==> src/sv/oms_pkg.sv <==
// Package for the one-mismatch substring search block.
// Holds parameter defaults, field widths and item mode codes.
// No dependencies.
`default_nettype none

package oms_pkg;

    localparam int MAX_PATTERN_DEF = 64;
    localparam longint unsigned MAX_TEXT_DEF = 64'd1048576;

    localparam int MODE_W  = 2;
    localparam int CHAR_W  = 8;
    localparam int START_W = 20;

    localparam int S_TDATA_W = 16;
    localparam int M_TDATA_W = 24;

    typedef enum logic [MODE_W-1:0] {
        MODE_CLEAR   = 2'd0,
        MODE_PATTERN = 2'd1,
        MODE_TEXT    = 2'd2
    } mode_t;

    // saturating mismatch count: 0, 1, or two-or-more
    typedef logic [1:0] mcnt_t;
    localparam mcnt_t MCNT_SAT = 2'd2;

endpackage

`default_nettype wire

==> src/sv/one_mismatch_substring_search.sv <==
// Top level of the one-mismatch substring search block.
// Uses oms_pkg for defaults, widths and mode codes.
// Input register, one row of per-offset mismatch cells, result register.
`default_nettype none

// Searches streamed text for the first window that differs from a loaded
// pattern in at most one byte. Send a clear, then pattern bytes, then text
// bytes. One transaction is taken every cycle unless a result waits on the
// m_ side; a result is written to the result register as the text byte
// that causes it leaves the input register. The row of MAX_PATTERN
// mismatch cells all update in parallel for every text byte. At most one
// result is given per search: found with its start index, or not-found on
// the byte marked last. Further text is ignored until the next clear.
module one_mismatch_substring_search #(
    parameter int              MAX_PATTERN = oms_pkg::MAX_PATTERN_DEF,
    parameter longint unsigned MAX_TEXT    = oms_pkg::MAX_TEXT_DEF
) (
    input  wire logic                          aclk,
    input  wire logic                          aresetn,
    input  wire logic                          s_tvalid,
    output logic                               s_tready,
    input  wire logic [oms_pkg::S_TDATA_W-1:0] s_tdata,  // mode[1:0], char_value[9:2]
    input  wire logic                          s_tlast,
    output logic                               m_tvalid,
    input  wire logic                          m_tready,
    output logic [oms_pkg::M_TDATA_W-1:0]      m_tdata,  // start_index[19:0]
    output logic [0:0]                         m_tuser   // found[0]
);

    localparam int LEN_W = $clog2(MAX_PATTERN + 1);
    localparam int IDX_W = (MAX_PATTERN > 1) ? $clog2(MAX_PATTERN) : 1;
    localparam int POS_W = $clog2(MAX_TEXT + 64'd1);
    localparam int SW    = (POS_W > oms_pkg::START_W) ? POS_W : oms_pkg::START_W;

    // input register
    logic                          in_valid_reg;
    logic [oms_pkg::MODE_W-1:0]    in_mode_reg;
    logic [oms_pkg::CHAR_W-1:0]    in_char_reg;
    logic                          in_last_reg;

    // search state
    logic [oms_pkg::CHAR_W-1:0]    pat_reg [MAX_PATTERN];
    oms_pkg::mcnt_t                cnt_reg [MAX_PATTERN];
    oms_pkg::mcnt_t                cnt_next[MAX_PATTERN];
    logic [LEN_W-1:0]              len_reg;
    logic [POS_W-1:0]              pos_reg;
    logic                          done_reg;

    // result register
    logic                          out_valid_reg;
    logic                          out_found_reg;
    logic [oms_pkg::START_W-1:0]   out_start_reg;

    logic                          advance;
    logic                          text_act;
    logic                          in_bound;
    logic [LEN_W-1:0]              lenm1;
    logic [SW-1:0]                 pos_ext;
    logic [SW-1:0]                 start_full;
    logic                          win_ready;
    oms_pkg::mcnt_t                tail_cnt;
    logic                          hit;
    logic                          emit;
    logic                          emit_found;
    logic [oms_pkg::START_W-1:0]   emit_start;

    assign advance  = !out_valid_reg || m_tready;
    assign s_tready = !in_valid_reg || advance;

    assign m_tvalid = out_valid_reg;
    assign m_tuser  = out_found_reg;
    assign m_tdata  = {{(oms_pkg::M_TDATA_W - oms_pkg::START_W){1'b0}}, out_start_reg};

    assign in_bound   = pos_reg < POS_W'(MAX_TEXT);
    assign text_act   = in_valid_reg && (in_mode_reg == oms_pkg::MODE_TEXT) && !done_reg;
    assign lenm1      = len_reg - LEN_W'(1);
    assign pos_ext    = SW'(pos_reg);
    assign start_full = pos_ext - SW'(lenm1);
    assign win_ready  = pos_ext >= SW'(lenm1);

    always_comb begin
        for (int k = 0; k < MAX_PATTERN; k++) begin
            oms_pkg::mcnt_t prev;
            prev = (k == 0) ? 2'd0 : cnt_reg[(k == 0) ? 0 : k - 1];
            if ((pat_reg[k] != in_char_reg) && (prev != oms_pkg::MCNT_SAT)) begin
                cnt_next[k] = prev + 2'd1;
            end else begin
                cnt_next[k] = prev;
            end
        end
    end

    assign tail_cnt = cnt_next[lenm1[IDX_W-1:0]];

    always_comb begin
        hit        = 1'b0;
        emit_start = '0;
        if (in_bound) begin
            if (len_reg == '0) begin
                hit = 1'b1;
            end else if (win_ready && (tail_cnt != oms_pkg::MCNT_SAT)) begin
                hit        = 1'b1;
                emit_start = start_full[oms_pkg::START_W-1:0];
            end
        end
        emit       = text_act && (hit || in_last_reg);
        emit_found = hit;
    end

    // input register
    always_ff @(posedge aclk) begin
        if (!aresetn) begin
            in_valid_reg <= 1'b0;
        end else if (s_tready) begin
            in_valid_reg <= s_tvalid;
        end
        if (s_tready && s_tvalid) begin
            in_mode_reg <= s_tdata[oms_pkg::MODE_W-1:0];
            in_char_reg <= s_tdata[oms_pkg::MODE_W +: oms_pkg::CHAR_W];
            in_last_reg <= s_tlast;
        end
    end

    // pattern bytes, no reset
    always_ff @(posedge aclk) begin
        if (advance && in_valid_reg && (in_mode_reg == oms_pkg::MODE_PATTERN) && !done_reg
            && (pos_reg == '0) && (len_reg < LEN_W'(MAX_PATTERN))) begin
            pat_reg[len_reg[IDX_W-1:0]] <= in_char_reg;
        end
    end

    // search state and result register
    always_ff @(posedge aclk) begin
        if (!aresetn) begin
            len_reg       <= '0;
            pos_reg       <= '0;
            done_reg      <= 1'b0;
            out_valid_reg <= 1'b0;
            for (int k = 0; k < MAX_PATTERN; k++) begin
                cnt_reg[k] <= '0;
            end
        end else if (advance) begin
            out_valid_reg <= emit;
            if (emit) begin
                out_found_reg <= emit_found;
                out_start_reg <= emit_start;
                done_reg      <= 1'b1;
            end
            if (in_valid_reg) begin
                case (in_mode_reg)
                    oms_pkg::MODE_CLEAR: begin
                        len_reg  <= '0;
                        pos_reg  <= '0;
                        done_reg <= 1'b0;
                        for (int k = 0; k < MAX_PATTERN; k++) begin
                            cnt_reg[k] <= '0;
                        end
                    end
                    oms_pkg::MODE_PATTERN: begin
                        if (!done_reg && (pos_reg == '0) && (len_reg < LEN_W'(MAX_PATTERN))) begin
                            len_reg <= len_reg + LEN_W'(1);
                        end
                    end
                    oms_pkg::MODE_TEXT: begin
                        if (!done_reg && in_bound) begin
                            pos_reg <= pos_reg + POS_W'(1);
                            if (len_reg != '0) begin
                                for (int k = 0; k < MAX_PATTERN; k++) begin
                                    cnt_reg[k] <= cnt_next[k];
                                end
                            end
                        end
                    end
                    default: begin
                    end
                endcase
            end
        end else if (m_tready) begin
            out_valid_reg <= 1'b0;
        end
    end

endmodule

`default_nettype wire

==> config.mk <==
export PLATFORM = sky130hd
export DESIGN_NAME = one_mismatch_substring_search
export DESIGN_NICKNAME = d
export VERILOG_FILES = /design/src/sv/oms_pkg.sv /design/src/sv/one_mismatch_substring_search.sv
export SDC_FILE = /design/constraint.sdc
export NUM_CORES = 1
export LEC_CHECK = 0
export BUFFER_PORTS_ARGS = -buffer_cell sky130_fd_sc_hd__buf_2
export CORE_MARGIN = 4
export CORE_UTILIZATION = 63
export CTS_CLUSTER_DIAMETER = 30
export DETAILED_ROUTE_END_ITERATION = 8
export GPL_TIMING_DRIVEN = 0
export PLACE_DENSITY = 0.82
export SYNTH_ARGS = -nofsm -noshare
export SYNTH_HDL_FRONTEND = slang
export SYNTH_SLANG_ARGS = --single-unit
export TNS_END_PERCENT = 100
==> constraint.sdc <==
create_clock -name aclk -period 7.85 [get_ports aclk]
set_input_delay 1.57 -clock aclk [delete_from_list [all_inputs] [get_ports aclk]]
set_output_delay 1.57 -clock aclk [all_outputs]
set_load 0.02 [all_outputs]
* Yosys cells after proc, flatten, opt, wreduce, memory -nomap -nowiden *
Memory sizes are Yosys's and may differ from the RTL's.
Index checks and enable logic that the tools add are counted.

operators by class
  reduce and logical (&&, ||, !) cells = 93
  magnitude comparators = 4
  mux-type cells = 222
  add/sub/neg operators = 67
  equal/unequal tests = 132
  bitwise operators = 131

operators by type and width
  cell                                           count
  != test 8 bit                                  64
  two-way mux 2 bit                              193
  != test 2 bit, second input constant           64
  OR 1 bit                                       128
  adder 2 x 1 -> 2 bit, second input constant    63
  logical AND 1 bit                              76
  case mux 21 bit (2 select lines)               1
  two-way mux 1 bit                              24
  adder 21 x 1 -> 21 bit, second input constant  1
  >= comparator 21 x 7 -> 1 bit                  1
  zero test 21 bit                               1
  < comparator 21 bit, second input constant     1
  two-way mux 21 bit                             1
  subtractor 20 x 7 -> 20 bit                    1
  case mux 7 bit (2 select lines)                1
  binary-select mux 2 bit (select 6 bit)         1
  AND reduction 4 bit                            2
  adder 7 x 1 -> 7 bit, second input constant    1
  >= comparator 7 bit, second input constant     1
  zero test 7 bit                                1
  < comparator 7 bit, second input constant      1
  two-way mux 7 bit                              1
  inverter 6 -> 7 bit                            1
  nonzero test 7 bit                             1
  11 further kinds                               19

word-level totals
  output and inout port bits = 27
  memory bits (writable) = 640
  register bits after elaboration = 63
  memories kept = 2
  word-level logic and storage cells = 661
  bits of input ports = 21

memory list
  name     depth  width  read ports  clocked after Yosys merged registers in  write ports  RTL line                             RTL
  pat_reg  64     8      64          0                                        1            one_mismatch_substring_search.sv:42  logic [oms_pkg::CHAR_W-1:0] pat_reg [MAX_PATTERN];
  cnt_reg  64     2      63          0                                        64           one_mismatch_substring_search.sv:43  oms_pkg::mcnt_t cnt_reg [MAX_PATTERN];

* Depth between registers and ports, before layout *
Gate-level depths: netlist of run 1.
An unclocked memory read counts as a cell.

  depth in word-level cells = 17
  mapped depth = 17
  depth with buffers taken out = 15

* Worst setup path before layout of run 1 *
No wires, ideal clock.

  kind = register -> register
  start = register in_char_reg[0] (netlist name)
  end = register out_found_reg, in the netlist m_tuser (enable)
  arrival = 4,981 ps
  path slack = 2,438 ps
  setup time = 432 ps
  buffers on the path = 3
  stages on the path, launching flop included = 13
  cell sequence = edfxtp_1 > buf_4 > buf_6 > buf_6 > xor2_1 > nor4_1 > a21oi_2 > xnor2_1 > a2111oi_0 > nor4_1 > a211oi_2 > o31ai_1 > a211oi_1

between the ends
  word-level cells in the longest chain between the ends = 14
  elaborated cells on any way between the ends = 202
  those cells by class = eq/ne: 65; mux: 70; reduce/logical: 67

RTL lines
  what                                                       RTL line                              RTL
  start: declaration                                         one_mismatch_substring_search.sv:38   logic [oms_pkg::CHAR_W-1:0] in_char_reg;
  start signal: assignment                                   one_mismatch_substring_search.sv:119  in_char_reg <= s_tdata[oms_pkg::MODE_W +: oms_pkg::CHAR_W];
  != test 8 bit                                              one_mismatch_substring_search.sv:85   if ((pat_reg[k] != in_char_reg) && (prev != oms_pkg::MCNT_SAT)) begin
  logical AND 1 bit                                          one_mismatch_substring_search.sv:85
  two-way mux 2 bit                                          one_mismatch_substring_search.sv:85
  binary-select mux 2 bit (select 6 bit) (*)                 one_mismatch_substring_search.sv:93   assign tail_cnt = cnt_next[lenm1[IDX_W-1:0]];
  two-way mux 2 bit (implied by the code) (*) (2 in series)  one_mismatch_substring_search.sv:93
  != test 2 bit (*)                                          one_mismatch_substring_search.sv:101  end else if (win_ready && (tail_cnt != oms_pkg::MCNT_SAT)) begin
  logical AND 1 bit (*)                                      one_mismatch_substring_search.sv:101
  two-way mux 1 bit (*)                                      one_mismatch_substring_search.sv:101
  two-way mux 1 bit (*)                                      one_mismatch_substring_search.sv:99   if (len_reg == '0) begin
  two-way mux 1 bit (*)                                      one_mismatch_substring_search.sv:98   if (in_bound) begin
  logical OR 1 bit (*)                                       one_mismatch_substring_search.sv:106  emit = text_act && (hit || in_last_reg);
  logical AND 1 bit (*)                                      one_mismatch_substring_search.sv:106
  AND reduction 3 bit (no line) (*)                          -
  end signal: assignment                                     one_mismatch_substring_search.sv:145  out_found_reg <= emit_found;
  end: declaration                                           one_mismatch_substring_search.sv:51   logic out_found_reg;

Mark *: on every way between the ends. The rest lies on a longest branch, timed or not. The select of a mux whose other input is x is not followed.
A chain may end at the register's enable or synchronous reset.

* Final worst setup path of run 1 *
  start = register len_reg[0]
  end = register out_start_reg[12] (netlist name) (enable)

between the ends
  word-level cells in the longest chain between the ends = 13
  elaborated cells on any way between the ends = 15
  those cells by class = add/sub: 1; order compare: 1; eq/ne: 1; mux: 6; bitwise: 1; reduce/logical: 5

RTL lines
  what                                                   RTL line                              RTL
  start: declaration                                     one_mismatch_substring_search.sv:45   logic [LEN_W-1:0] len_reg;
  start signal: assignment                               one_mismatch_substring_search.sv:161  len_reg <= len_reg + LEN_W'(1);
  subtractor 7 x 1 -> 7 bit                              one_mismatch_substring_search.sv:76   assign lenm1 = len_reg - LEN_W'(1);
  inverter 6 -> 7 bit (implied by the code)              one_mismatch_substring_search.sv:93
  binary-select mux 2 bit (select 6 bit)                 one_mismatch_substring_search.sv:93
  two-way mux 2 bit (implied by the code) (2 in series)  one_mismatch_substring_search.sv:93
  != test 2 bit                                          one_mismatch_substring_search.sv:101
  logical AND 1 bit                                      one_mismatch_substring_search.sv:101
  two-way mux 1 bit                                      one_mismatch_substring_search.sv:101
  two-way mux 1 bit (*)                                  one_mismatch_substring_search.sv:99
  two-way mux 1 bit (*)                                  one_mismatch_substring_search.sv:98
  logical OR 1 bit (*)                                   one_mismatch_substring_search.sv:106
  logical AND 1 bit (*)                                  one_mismatch_substring_search.sv:106
  AND reduction 3 bit (no line) (*)                      -
  end signal: assignment                                 one_mismatch_substring_search.sv:146  out_start_reg <= emit_start;
  end: declaration                                       one_mismatch_substring_search.sv:52   logic [oms_pkg::START_W-1:0] out_start_reg;

Marked as above.

==> flow_summary.ini, run 1 <==
[run_status]
outcome = finished clean

[drt]
drtIter0Drc = 2921
dr.pass1.iters = 7
routed_wl_mm = 94.27
viasPerCell = 6.408
num_vias = 22150
wl_per_cell_um = 27.28
postRouteAntennaNets = 0
drc = 0

[clock_tree]
htree_levels = 4
cts_root_buffer = clkbuf_16
clk_path_buf_depth = 3
cts_hold_buf = 0
cts.sinks = 700
cts_tree = done
path_clk_slew_ps = 50
ctsResizeCount = 0
cts_buffers = 130
cts_setup_buffers = 0
insertion_delay_ps = 700

[power_and_ir_drop]
p_per_area_mw_per_mm2 = 265.3
p_leak_nw = 14.48
ir_drop_uv = 248.7
power.total_mw = 10.46

[floorplanning]
placementRows = 83
die_area_sq_mm = 0.05634
die_w_um = 237.4
coreArea_sq_mm = 0.05172
die_h_um = 237.4
pin_count = 48
start_util_pct = 64.09

[min_path]
hold_path_depth = 2
hp-start = pos_ext[19]
worst_hold_path_type = reg2reg

[global_routing]
use_met2_pct = 53.10
antenna_found_initial = 3
busiest_layer = met2
gr-total-overflow = 0
grt_max_degree = 63
grt_pass1_wl_mm = 139.2
grtUsageTotal_pct = 33.33
met1_usage_pct = 41.34
grt_pass1_vias = 22730
grt.met3_usage_pct = 9.166

[sta]
finalHoldViolCount = 0
skew_ps = 23.55
maxSlewViolCount = 0
setup_viol = 0
period_needed_ps = 5597
rsz0062_at_grt = false
worst_pin_slew_ps = 1303
final.period_utilization_pct = 71.29
tns_ps = 0
max_slew_margin_pct = 13.17
fmax_mhz = 178.7

[worst_setup_path]
worstPathMaxFanout = 21
path_delay_family = compound AO/OA/AOI/OAI gates
end_kind = flip-flop
crit_type = reg2reg
cp.arrival_ps = 5980
r2r_start = len_reg[0]
cp-start-kind = flip-flop
cp.depth = 16
setup.worst_path.start = len_reg[0]
worst_path_max_delay_cell = xor2_1
worstPathRequired_ps = 8230
crit_chain = inv_1, ha_1, xor2_1, inv_2, buf_2, ha_1, o21ai_0, a21oi_1, o21ai_0, a21oi_1, o21a_1, o21ai_0, a211oi_2, o31ai_1, a211oi_4, buf_8
cp_common_cell = o21ai_0
reg2reg_depth = 16
slowest_delay_ps = 590
path_buf_inv = 4

[logic_synthesis]
synth_edf_count = 668
async_reset_ff_share_pct = 0
yosysTopAreaCell = edfxtp_1
synthTopCellsByArea = edfxtp_1 (61%), xor2_1 (14%), nor2_1 (3.0%)
avgSynthCellArea_sq_um = 13.40
yosys_warnings = 0
synthCells = 2474
yosysUniqueCellTypes = 70
ys_seq_elements = 700
yosysSeqAreaShare_pct = 62.46
synth_top_area_share_pct = 60.52
netlist_area_sq_mm = 0.03314
ys.flop_type = edfxtp_1

[placed_design]
place_congestion = 0.9597
port_buffers = 37
dpl.hpwl_mm = 59.53

[run]
drv_cap = 0

[cells_and_area]
final_layout_size_suffix_gt1_share_pct = 13.05
largest_register_ffs = 512
area_growth_syn_to_layout_pct = 18.94
layout.nets = 2771
fill_cells = 2849
worst paths after layout:
kind              slack (ps)                 to
hold reg to reg          560        pos_ext[20]
hold / removal           560        pos_ext[20]
setup / recovery        2250  out_start_reg[12]
setup reg to reg        2250  out_start_reg[12]
cell usage after synthesis, types with 19 or more instances:
cell type / count
a211oi_1: 53
a21oi_1: 72
buf_6: 42
clkbuf_1: 27
dfxtp_1: 32
edfxtp_1: 668
ha_1: 75
inv_1: 106
mux2i_1: 43
nand2_1: 66
nand2b_1: 22
nand3_1: 19
nor2_1: 269
nor2b_1: 25
nor4_1: 131
xnor2_1: 92
xor2_1: 520
per-layer routing:
metal  part of all wire, %  vias up  wire length (um)
met2                    47     1610             43970
li1                      -     9298                 -
met1                    35    10850             33200
met4                   6.2        4              5823
met5                 0.034        -                32
met3                    12      387             11250
layout make-up:
type	instances	area (sq um)	area share, %
Timing Repair Buffer	65	930.9	2.361
Antenna cell	2	5.005	0.01270
Multi-Input combinational cell	1569	11300	28.67
Tap cell	680	850.8	2.158
Clock inverter	77	923.4	2.342
Buffer	100	764.5	1.939
Sequential cell	700	20700	52.51
Inverter	108	405.4	1.028
Clock buffer	155	3538	8.976
through the flow:
stage	area, sq um	utilization [%]	hold slack [ps]	instances	worst slack, ps
detailed placement	34950	67.58	519.9	3222	2481
global route	39420	76.21	593.0	3454	2018
global placement	34190	66.11	502.1	3194	-961.4
finish	39420	76.22	562.1	3456	2253
floorplan	33150	-	484.1	2477	2438
CTS	39410	76.21	559.4	3454	2441
worst register-to-register path, stage by stage (launching register included):
cell and delay, ps:
dfxtp_1 550, inv_1 320, ha_1 350, xor2_1 590, inv_2 260, buf_2 320, ha_1 410, o21ai_0 150
a21oi_1 240, o21ai_0 130, a21oi_1 310, o21a_1 200, o21ai_0 200, a211oi_2 440, o31ai_1 240, a211oi_4 340
buf_8 230
layout by cell type (no fill, tap or decap), types with 6 or more instances in the layout:
cell type     n
clkinv_1     13
edfxtp_1    668
buf_4        17
buf_2        45
o32ai_1       6
buf_6        42
a21oi_2       7
clkbuf_16   139
dfxtp_1      32
nor3b_1       9
or3_1         8
nand3_1      19
xnor2_1      92
clkbuf_1     43
o21ai_0      16
inv_1       106
mux2i_1      43
clkinv_4      9
ha_1         75
nor2_1      269
nor2b_1      25
nand2b_1     22
buf_16       26
clkinv_2     24
inv_6         6
bufinv_16    19
xor2_1      520
and3_1       11
buf_1         6
a21oi_1      72
clkinvlp_4    6
nor3_1       17
nand2_1      66
nand4_1      10
nand3b_1      8
nor4_1      131
o22ai_1      15
a211oi_1     52
cell families after synthesis:
group,share of synthesized area [%]
xor+xnor,16.22
fa+ha+maj,2.892
mux,1.367
simple gates,9.438
other cells,0.01131
buf+inv,3.530
compound gates,4.085
flops,62.46
report_power, final:
part	total, mW	switching, mW	internal (mW)
Clock	5.69	1.86	3.82
Sequential	4.17	0.0432	4.13
Combinational	0.597	0.385	0.212
Total	10.5	2.29	8.17
Note: power is estimated with default switching activity, not from simulation.
==> run 2: changes to the inputs <==
clock period = 5.4 ns   (was 7.85 ns; I/O delays follow)
==> run 2 against run 1 <==
Wire length is 0.44% higher. Highest routed layer unchanged. Die area stayed put. Critical path depth is 1 lower. Clock power is 38% higher. Combinational power is 47% higher. Global-route usage hardly changed.
==> flow_summary.ini, run 2 (synthesized netlist as in run 1, its figures left out) <==
[run_status]
outcome = finished clean

[power_and_ir_drop]
power.share.sequential_pct = 41.0
internal_power_mw = 11.38
p_leak_nw = 14.35
power.total_mw = 14.80
p_per_area_mw_per_mm2 = 377.2
switching_share_pct = 23.09
power.switching_mw = 3.417
power.share.clock_pct = 53.1
p_comb_share_pct = 5.9
ir_drop_uv = 296.1

[placed_design]
place_congestion = 0.9596
placed_area_sq_mm = 0.03491
dpl.hpwl_mm = 59.18
port_buffers = 37
place_inst = 3222

[worst_setup_path]
end_kind = flip-flop
worstPathRequired_ps = 5790
cp-start-kind = flip-flop
worstPathMaxFanout = 21
cp.arrival_ps = 5720
crit_type = reg2reg

[floorplanning]
die_area_sq_mm = 0.05634
die_h_um = 237.4
pin_count = 48
placementRows = 83
start_util_pct = 64.09
coreArea_sq_mm = 0.05172
die_w_um = 237.4

[global_routing]
grt_pass1_vias = 22660
gr-total-overflow = 0
grt_pass1_wl_mm = 138.9
grtUsageTotal_pct = 33.36
antenna_found_initial = 2
grt_max_degree = 63

[sta]
final.period_utilization_pct = 98.67
worst_pin_slew_ps = 1211
maxSlewViolCount = 0
fmax_mhz = 187.7
period_needed_ps = 5328
finalHoldViolCount = 0
rsz0062_at_grt = false
setup_viol = 0
skew_ps = 28.77
tns_ps = 0
max_slew_margin_pct = 19.03

[clock_tree]
cts_root_buffer = clkbuf_16
cts.sinks = 700
insertion_delay_ps = 710
path_clk_slew_ps = 50
cts_buffers = 131
htree_levels = 4
cts_tree = done
cts_hold_buf = 0
clk_path_buf_depth = 3

[cells_and_area]
layout_common_cells = edfxtp_1 (668), xor2_1 (519), nor2_1 (268), clkbuf_16 (134), nor4_1 (128)
stdcell_area_sq_mm = 0.03924
area_growth_syn_to_layout_pct = 18.39
largest_register_ffs = 512
final_layout_size_suffix_gt1_share_pct = 13.39
stdcell_count = 3461
fill_cells = 2891
seq_area_sq_mm = 0.02070
multi_input_area_sq_mm = 0.01134
final_common_cell = edfxtp_1
layout.nets = 2776

[drt]
routed_wl_mm = 94.68
drc = 0
drtIter0Drc = 2866
dr.pass1.iters = 6
num_vias = 22120
wl_per_cell_um = 27.36
postRouteAntennaNets = 0
viasPerCell = 6.392

[min_path]
worst_hold_path_type = in2reg

[run]
drv_cap = 0
==> run 2: cell count changes in the layout (fill, tap and decap cells not counted), moves of 4 or more <==
cell,before,now
buf_4,17,21
bufinv_16,19,11
clkbuf_16,139,134
clkinvlp_4,6,14
inv_6,6,13
==> run 2: worst max-delay path, cell delays in order, from the launching register on <==
cell and delay, ps:
edfxtp_1 830, buf_16 230, buf_6 200, buf_6 250, buf_6 240, xor2_1 100
nor4_1 690, a21oi_2 250, xnor2_1 210, a2111oi_0 720, nor4_1 130, a211oi_2 240
buf_4 180, o31ai_1 150, a211oi_4 330, buf_8 230
==> run 2: layer usage <==
layer / track usage, % / up-vias / share of wire, %
met5: 0 / - / 0.029
met4: 19.25 / 4 / 6.9
met3: 9.479 / 412 / 11
met2: 52.63 / 1602 / 46
met1: 41.67 / 10790 / 35
li1: - / 9319 / -
==> run 2: layout make-up <==
type                    instances  area share [%]
diodes                          2         0.01275
plain buffers                 100           1.948
clock buffers                 149           8.689
clock inverters                84           2.136
inverters                     108           1.033
multi-input cells            1569           28.91
flip-flops and latches        700           52.75
well taps                     680           2.168
repair buffers                 69           2.353
==> run 2: stage by stage <==
step	setup WS (ps)	util (%)	hold WS (ps)
2_1_floorplan	698.1	-	484.1
3_3_place_gp	-2432	66.12	499.4
5_1_grt	9.386	75.86	528.6
3_5_place_dp	-58.62	67.51	526.5
6_report	71.80	75.87	542.8
4_1_cts	58.24	75.77	522.9
==> run 2: power groups by stage <==
stage	combinational (mW)	sequential [mW]	clock, mW
floorplan	0.483	6.17	0
CTS	0.854	6.06	7.85
global placement	0.665	6.24	0
finish	0.880	6.06	7.86
global route	0.920	6.06	8.16
detailed placement	0.825	6.16	0
==> run 2: repair_timing <==
item / CTS / global route
endpoints found under the setup margin: 21 / 22
gates cloned: 0 / 0
setup buffers: 2 / 2
pin swaps: 0 / 1
gates resized for setup: 1 / 6
==> run 2: worst paths after layout <==
| kind | startpoint | endpoint | slack (ps) | depth (start not counted) |
|---|---|---|---|---|
| worst max-delay path | in_char_reg[6] | out_start_reg[15] | 70 | 15 |
| worst min-delay path | s_tdata[7] | in_char_reg[5] | 540 | 1 |
| worst max register to register | in_char_reg[6] | out_start_reg[15] | 70 | 15 |
| worst min register to register | cnt_reg[0][0] | cnt_reg[0][0] | 550 | 2 |
